**src/rcs_pkg.sv**
```systemverilog
// ----------------------------------------------------------------------------
// rcs_pkg
// shared constants, register codes and control/status bundles of the ring
// cosine similarity unit
// ----------------------------------------------------------------------------
`default_nettype none

package rcs_pkg;

    localparam int DEF_MAX_DOCS   = 16;
    localparam int DEF_MAX_TERMS  = 64;
    localparam int DEF_COUNT_BITS = 16;

    localparam int DOC_COUNT_W = 5;
    localparam int TERMS_W     = 7;
    localparam int CFG_DATA_W  = 7;
    localparam int CFG_IDX_W   = 1;

    localparam logic [CFG_IDX_W-1:0] CFG_IDX_DOC_COUNT = 1'b0;
    localparam logic [CFG_IDX_W-1:0] CFG_IDX_TERMS     = 1'b1;

    localparam int IN_DATA_W  = 16;
    localparam int DOC_ID_W   = 4;
    localparam int SIM_W      = 16;
    localparam int OUT_DATA_W = 24;
    localparam int OUT_USER_W = 1;

    // quotient 2^30*dot^2/(na*nb) never exceeds 2^30
    localparam int QUOT_W = 31;
    localparam int ROOT_W = 16;
    localparam int Q_ONE  = 32768;

    typedef struct packed {
        logic load_wr;
        logic run_start;
        logic rd_issue;
        logic mul_start;
        logic mul_step;
        logic div_start;
        logic div_step;
        logic sqrt_start;
        logic sqrt_step;
        logic out_load;
        logic next_row;
    } t_cmd;

    typedef struct packed {
        logic run_done;
        logic last_term;
        logic pipe_empty;
        logic zero_norm;
        logic step_last;
        logic out_free;
        logic last_row;
    } t_sts;

endpackage

`default_nettype wire

```
**src/rcs_ctrl.sv**
```systemverilog
// ----------------------------------------------------------------------------
// rcs_ctrl
// sequencer: load, per-row accumulate, multiply, divide, root, emit
// ----------------------------------------------------------------------------
`default_nettype none

module rcs_ctrl (
    input  wire logic         i_clk,
    input  wire logic         i_rst_n,
    input  wire logic         i_in_valid,
    output logic              o_in_ready,
    output rcs_pkg::t_cmd     o_cmd,
    input  wire rcs_pkg::t_sts i_sts
);
    typedef enum logic [3:0] {
        ST_LOAD, ST_ACC, ST_DRAIN, ST_MUL, ST_DIV0, ST_DIV, ST_SQ0, ST_SQRT, ST_EMIT
    } t_state;

    t_state r_state, n_state;

    always_comb begin
        n_state = r_state;
        o_cmd   = '0;
        case (r_state)
            ST_LOAD: begin
                if (i_in_valid) begin
                    o_cmd.load_wr = 1'b1;
                    if (i_sts.run_done) begin
                        o_cmd.run_start = 1'b1;
                        n_state = ST_ACC;
                    end
                end
            end
            ST_ACC: begin
                o_cmd.rd_issue = 1'b1;
                if (i_sts.last_term) n_state = ST_DRAIN;
            end
            ST_DRAIN: begin
                if (i_sts.pipe_empty) begin
                    if (i_sts.zero_norm) begin
                        n_state = ST_EMIT;
                    end else begin
                        o_cmd.mul_start = 1'b1;
                        n_state = ST_MUL;
                    end
                end
            end
            ST_MUL: begin
                o_cmd.mul_step = 1'b1;
                if (i_sts.step_last) n_state = ST_DIV0;
            end
            ST_DIV0: begin
                o_cmd.div_start = 1'b1;
                n_state = ST_DIV;
            end
            ST_DIV: begin
                o_cmd.div_step = 1'b1;
                if (i_sts.step_last) n_state = ST_SQ0;
            end
            ST_SQ0: begin
                o_cmd.sqrt_start = 1'b1;
                n_state = ST_SQRT;
            end
            ST_SQRT: begin
                o_cmd.sqrt_step = 1'b1;
                if (i_sts.step_last) n_state = ST_EMIT;
            end
            ST_EMIT: begin
                if (i_sts.out_free) begin
                    o_cmd.out_load = 1'b1;
                    if (i_sts.last_row) begin
                        n_state = ST_LOAD;
                    end else begin
                        o_cmd.next_row = 1'b1;
                        n_state = ST_ACC;
                    end
                end
            end
            default: n_state = ST_LOAD;
        endcase
    end

    assign o_in_ready = (r_state == ST_LOAD);

    always_ff @(posedge i_clk) begin
        if (!i_rst_n) begin
            r_state <= ST_LOAD;
        end else begin
            r_state <= n_state;
        end
    end

endmodule

`default_nettype wire

```
**config.mk**
```make
export PLATFORM = sky130hd
export DESIGN_NAME = rcs_ctrl
export DESIGN_NICKNAME = d
export VERILOG_FILES = /design/src/rcs_pkg.sv /design/src/rcs_ctrl.sv
export SDC_FILE = /design/constraint.sdc
export NUM_CORES = 1
export LEC_CHECK = 0
export BUFFER_PORTS_ARGS = -buffer_cell sky130_fd_sc_hd__buf_2
export CORE_AREA = 2 2 39 41
export DETAILED_ROUTE_END_ITERATION = 12
export DIE_AREA = 0 0 41 43
export MAX_ROUTING_LAYER = met4
export PLACE_DENSITY_LB_ADDON = 0.08
export SETUP_SLACK_MARGIN = 0.05
export SKIP_LAST_GASP = 1
export SLEW_MARGIN = 20
export SYNTH_ARGS = -nofsm -noshare
export SYNTH_HDL_FRONTEND = slang
export SYNTH_SLANG_ARGS = --single-unit
```
**constraint.sdc**
```tcl
create_clock -name i_clk -period 1.5 [get_ports i_clk]
set_clock_uncertainty 0.1 [all_clocks]
set_input_delay 0.3 -clock i_clk [delete_from_list [all_inputs] [get_ports i_clk]]
set_output_delay 0.3 -clock i_clk [all_outputs]
set_load 0.05 [all_outputs]
```
Yosys cells after proc, flatten, opt, wreduce, memory -nomap -nowiden

Index checks and enable logic that the tools add are counted.

Bits of input ports: 10
Register bits: 4

Eq/ne operators: 16
Multiplexer cells: 26
Reductions and logical operators: 2

Operators with widths:

| operator                                                                | count |
|---|---|
| 4-bit two-way mux                                                       | 9 |
| 4-bit one-hot mux with 9 select lines                                   | 1 |
| 4-bit by 3-bit equality test with 1-bit output, second input constant   | 4 |
| 2-bit inequality test, second input constant                            | 7 |
| 1-bit two-way mux                                                       | 12 |
| 4-bit by 2-bit equality test with 1-bit output, second input constant   | 2 |
| 2-bit two-way mux                                                       | 4 |
| 8-bit AND reduction                                                     | 1 |
| 4-bit by 1-bit equality test with 1-bit output, second input constant   | 1 |
| 4-bit equality test, second input constant                              | 1 |
| 4-bit logical NOT                                                       | 1 |
| 2-bit by 1-bit inequality test with 1-bit output, second input constant | 1 |

Longest topological paths before layout

Word-level depth: 3
Mapped depth: 5
Mapped depth without buffers: 4

Least setup slack after synthesis

Ideal clock, no wire load.

Path kind: reg-to-output
Start point: register r_state[1]
End point: output port o_cmd[7] (netlist bit)
Arrival: 2.275 ns
Required time: 1.100 ns
Cell stages (with the launch flop): 4
Buffers on the path: 1
Path slack: -1.175 ns
Cells stage by stage: dfxtp_1 > buf_4 > nand2_1 > nor4bb_1

RTL lines:

| what                   | line           | source |
|---|---|---|
| start, declared        | rcs_ctrl.sv:19 | `t_state r_state, n_state;` |
| start signal, assigned | rcs_ctrl.sv:89 | `r_state <= n_state;` |
| end, declared          | rcs_ctrl.sv:12 | `output rcs_pkg::t_cmd o_cmd,` |

==> summary.md <==
| Metric | Value |
|---|---|
| Syn Nets | between 60 and 70 |
| Largest regs | r_state x4 |
| CP Class | register to primary output |
| Routability cong. | 0.757 |
| I/O Pins | 22 |
| Top-count cell post-synth | nand2_1 |
| TritonCTS clock tree | done |
| Placed insts | 99 |
| PortBufs | 21 |
| Largest register by flop count | r_state |
| H-tree depth | 1 |
| Final Setup Violations | 15 |
| Lkg Pwr | 0.439 nW |
| Clock tree root buffer cell | clkbuf_4 |
| Count of flip-flops with a built-in enable after synthesis | 0 |
| Sw Ratio | approximately 45% |
| Max reg flops | 4 |
| Period minus WS final | 1740 ps |
| CP Data Required Time | 1100 ps |
| Critical-path top delay cell | dfxtp_4 |
| CTS Buf Count | 3 |
| VDD IR max | 0.943 mV |
| Crit-path cells | nor4_4, and3_4, buf_8 |
| Setup TNS | -1630 ps |
| Mapped Cells | 55 |
| # clock sinks | 4 |
| Initial core utilization | 29.8% |
| P&R area growth vs syn | 148% |
| Layout Utilization | about three quarters |
| Site Rows | 14 |
| Synth cell count leaders | 8 x nand2_1, 5 x nor2_1, 4 x dfxtp_1, 4 x nor3_1, 3 x nor3b_1 |
| First-pass GRT wire length | 2.26 mm |
| Die height | 43 microns |
| P_sw | roughly 0.85 mW |
| Fmax | 575 MHz |
| Power Internal | roughly 1.0 mW |
| Antenna-violating nets left | 0 |
| ANT cells | 0 |
| Status | complete, but fails checks |
| Crit path arrival time | 1340 ps |
| Buffer depth of the longest clock path | 2 |
| Synth top area share | 19.4% |
| Core Box Area | around 1400 sq um |
| Drt wl/cell | 12.6 microns |
| Max-cap violation count | 0 |
| Final net count | 111 |
| Initial antenna violation count | 0 |
| Yosys warnings | 0 |
| Non-Filler Instances | between 100 and 150 |
| Syn Area/Cell | roughly 7.5 sq um |
| Period utilization | 116% |
| Slew headroom | 82.0% |
| Worst-path clk slew | about 40 ps |
| Total power draw | 1.88 mW |
| Die Width | slightly above 40 microns |
| Clock Latency Late Sink | 250 ps |
| Setup WS post-layout | -238 ps |
| Routed vias/inst | 4.96 |
| Hold-fix buffers, CTS | 0 |
| CP max stage delay | 370 ps |
| Netlist area before placement | 413 sq um |
| GRT Total Usage | between 10% and 20% |
| RSZ-0062 raised after global routing | yes |
| Drt pass-1 iters | 3 |
| Synth top area cells | dfxtp_1 19%, nand2_1 7.3%, nor3b_1 5.5%, nor4_4 5.2%, nor3_1 4.8% |
| Flip-flop and latch count after synthesis | 4 |
| Largest net degree at the start of global routing | 8 |
| Initial detailed-routing violation count | 2 |
| Vias in the first global route | 597 |
| Failing checks | setup timing |
| Class of the worst hold path | input port to register |
| Worst Setup Start Kind | register |
| Drt drc | 0 |
| Critical path capture point type | primary output |
| Post-DP HPWL | about 940 microns |
| Worst slew pin tran | about 270 ps |
| Sequential-to-total area share from yosys stat | 19.4% |
| Reg power frac | 12.8% |
| Post-synth ARST share | 0% |
| Comb pwr share | just under 80% |
| Vias post-DR | about 580 |
| Post-Route WL | 1.46 mm |
| Layout cell share with drive strength beyond 1 | between 70% and 80% |
| Cell taking the most area after synthesis | dfxtp_1 |
| Netlist cell types | 31 |
| Die area | between 1500 and 2000 sq um |
| Final max-slew violation count | 0 |
| Final Hold Fails | 0 |
| Critical path fanouts, max | 6 |
| Power per cell area | 1840 nW/um^2 |
| GRT overflow | 0 |
| Primary FF master, synth | dfxtp_1 |
| Clk pwr share | 8.5% |
==> area by class of cell <==
cell class / count / area [sq um]
clock buffer: 4 / 26.3
fill: 105 / 362
inverter: 2 / 7.51
multi-input combinational: 45 / 440
sequential: 4 / 95.1
tap: 16 / 20.0
timing repair buffer: 45 / 433
==> cells in the final DEF (no fill, tap or decap), drive strengths merged, types with 2 or more instances in the layout <==
cell type   n
buf        45
clkbuf      4
dfxtp       4
inv         2
nand2       8
nand3       2
nor2        5
nor2b       2
nor3        4
nor3b       3
o21ai       3
==> metrics by stage <==
| step | area, sq um | worst slack [ps] | hold slack (ps) |
|---|---|---|---|
| floorplan | 514 | -455 | 339 |
| global placement | 683 | -88.8 | 450 |
| detailed placement | 683 | -119 | 439 |
| finish | 1020 | -238 | 225 |
| global route | 1020 | -285 | 231 |
| CTS | 936 | -207 | 230 |
==> per-layer routing <==
| layer | track usage (%) | share of wire [%] | vias up |
|---|---|---|---|
| li1 | - | - | 290 |
| met1 | 17.9 | 37 | 267 |
| met2 | 34.7 | 57 | 16 |
| met3 | 7.85 | 4.9 | 2 |
| met4 | 6.00 | 0.96 | 0 |
| met5 | - | 0 | - |
==> worst max-delay path: cells and delay by family (launching register included) <==
family                 cells  cell delay [ps]
DFF                        1              370
and+or+nand+nor            2              580
buffers and inverters      1              140
==> worst paths after layout <==
kind | from | end | slack (ps) | cells past startpoint
setup / recovery | r_state[1] | o_cmd[9] | -240 | 3
hold / removal | i_rst_n | r_state[2] | 220 | 3
setup reg to reg | r_state[1] | r_state[2] | -40 | 6
hold reg to reg | r_state[0] | r_state[2] | 580 | 3
==> power by group through the flow <==
stage / logic (mW) / registers (mW) / clock network (mW)
6_report: 1.48 / 0.242 / 0.160
5_1_grt: 1.57 / 0.251 / 0.173
4_1_cts: 1.29 / 0.242 / 0.155
3_5_place_dp: 0.893 / 0.228 / 0
3_3_place_gp: 0.891 / 0.229 / 0
2_1_floorplan: 0.748 / 0.170 / 0
==> timing repair <==
| item | 4_1_cts | 5_1_grt |
|---|---|---|
| setup buffers | 9 | 4 |
| gates cloned | 0 | 0 |
| setup endpoints to repair | 15 | 15 |
| pin swaps | 8 | 9 |
| resized for setup | 48 | 13 |
==> kinds of logic (layout without fill, tap and decap cells) <==
group           Yosys count  in the layout  share of synthesized area [%]
simple gates             35             35                           53.0
compound gates            9              9                           16.4
buf+inv                   6             51                           8.79
flops                     4              4                           19.4
mux                       1              1                           2.42
No activity file was read; power rests on OpenSTA's default activity.
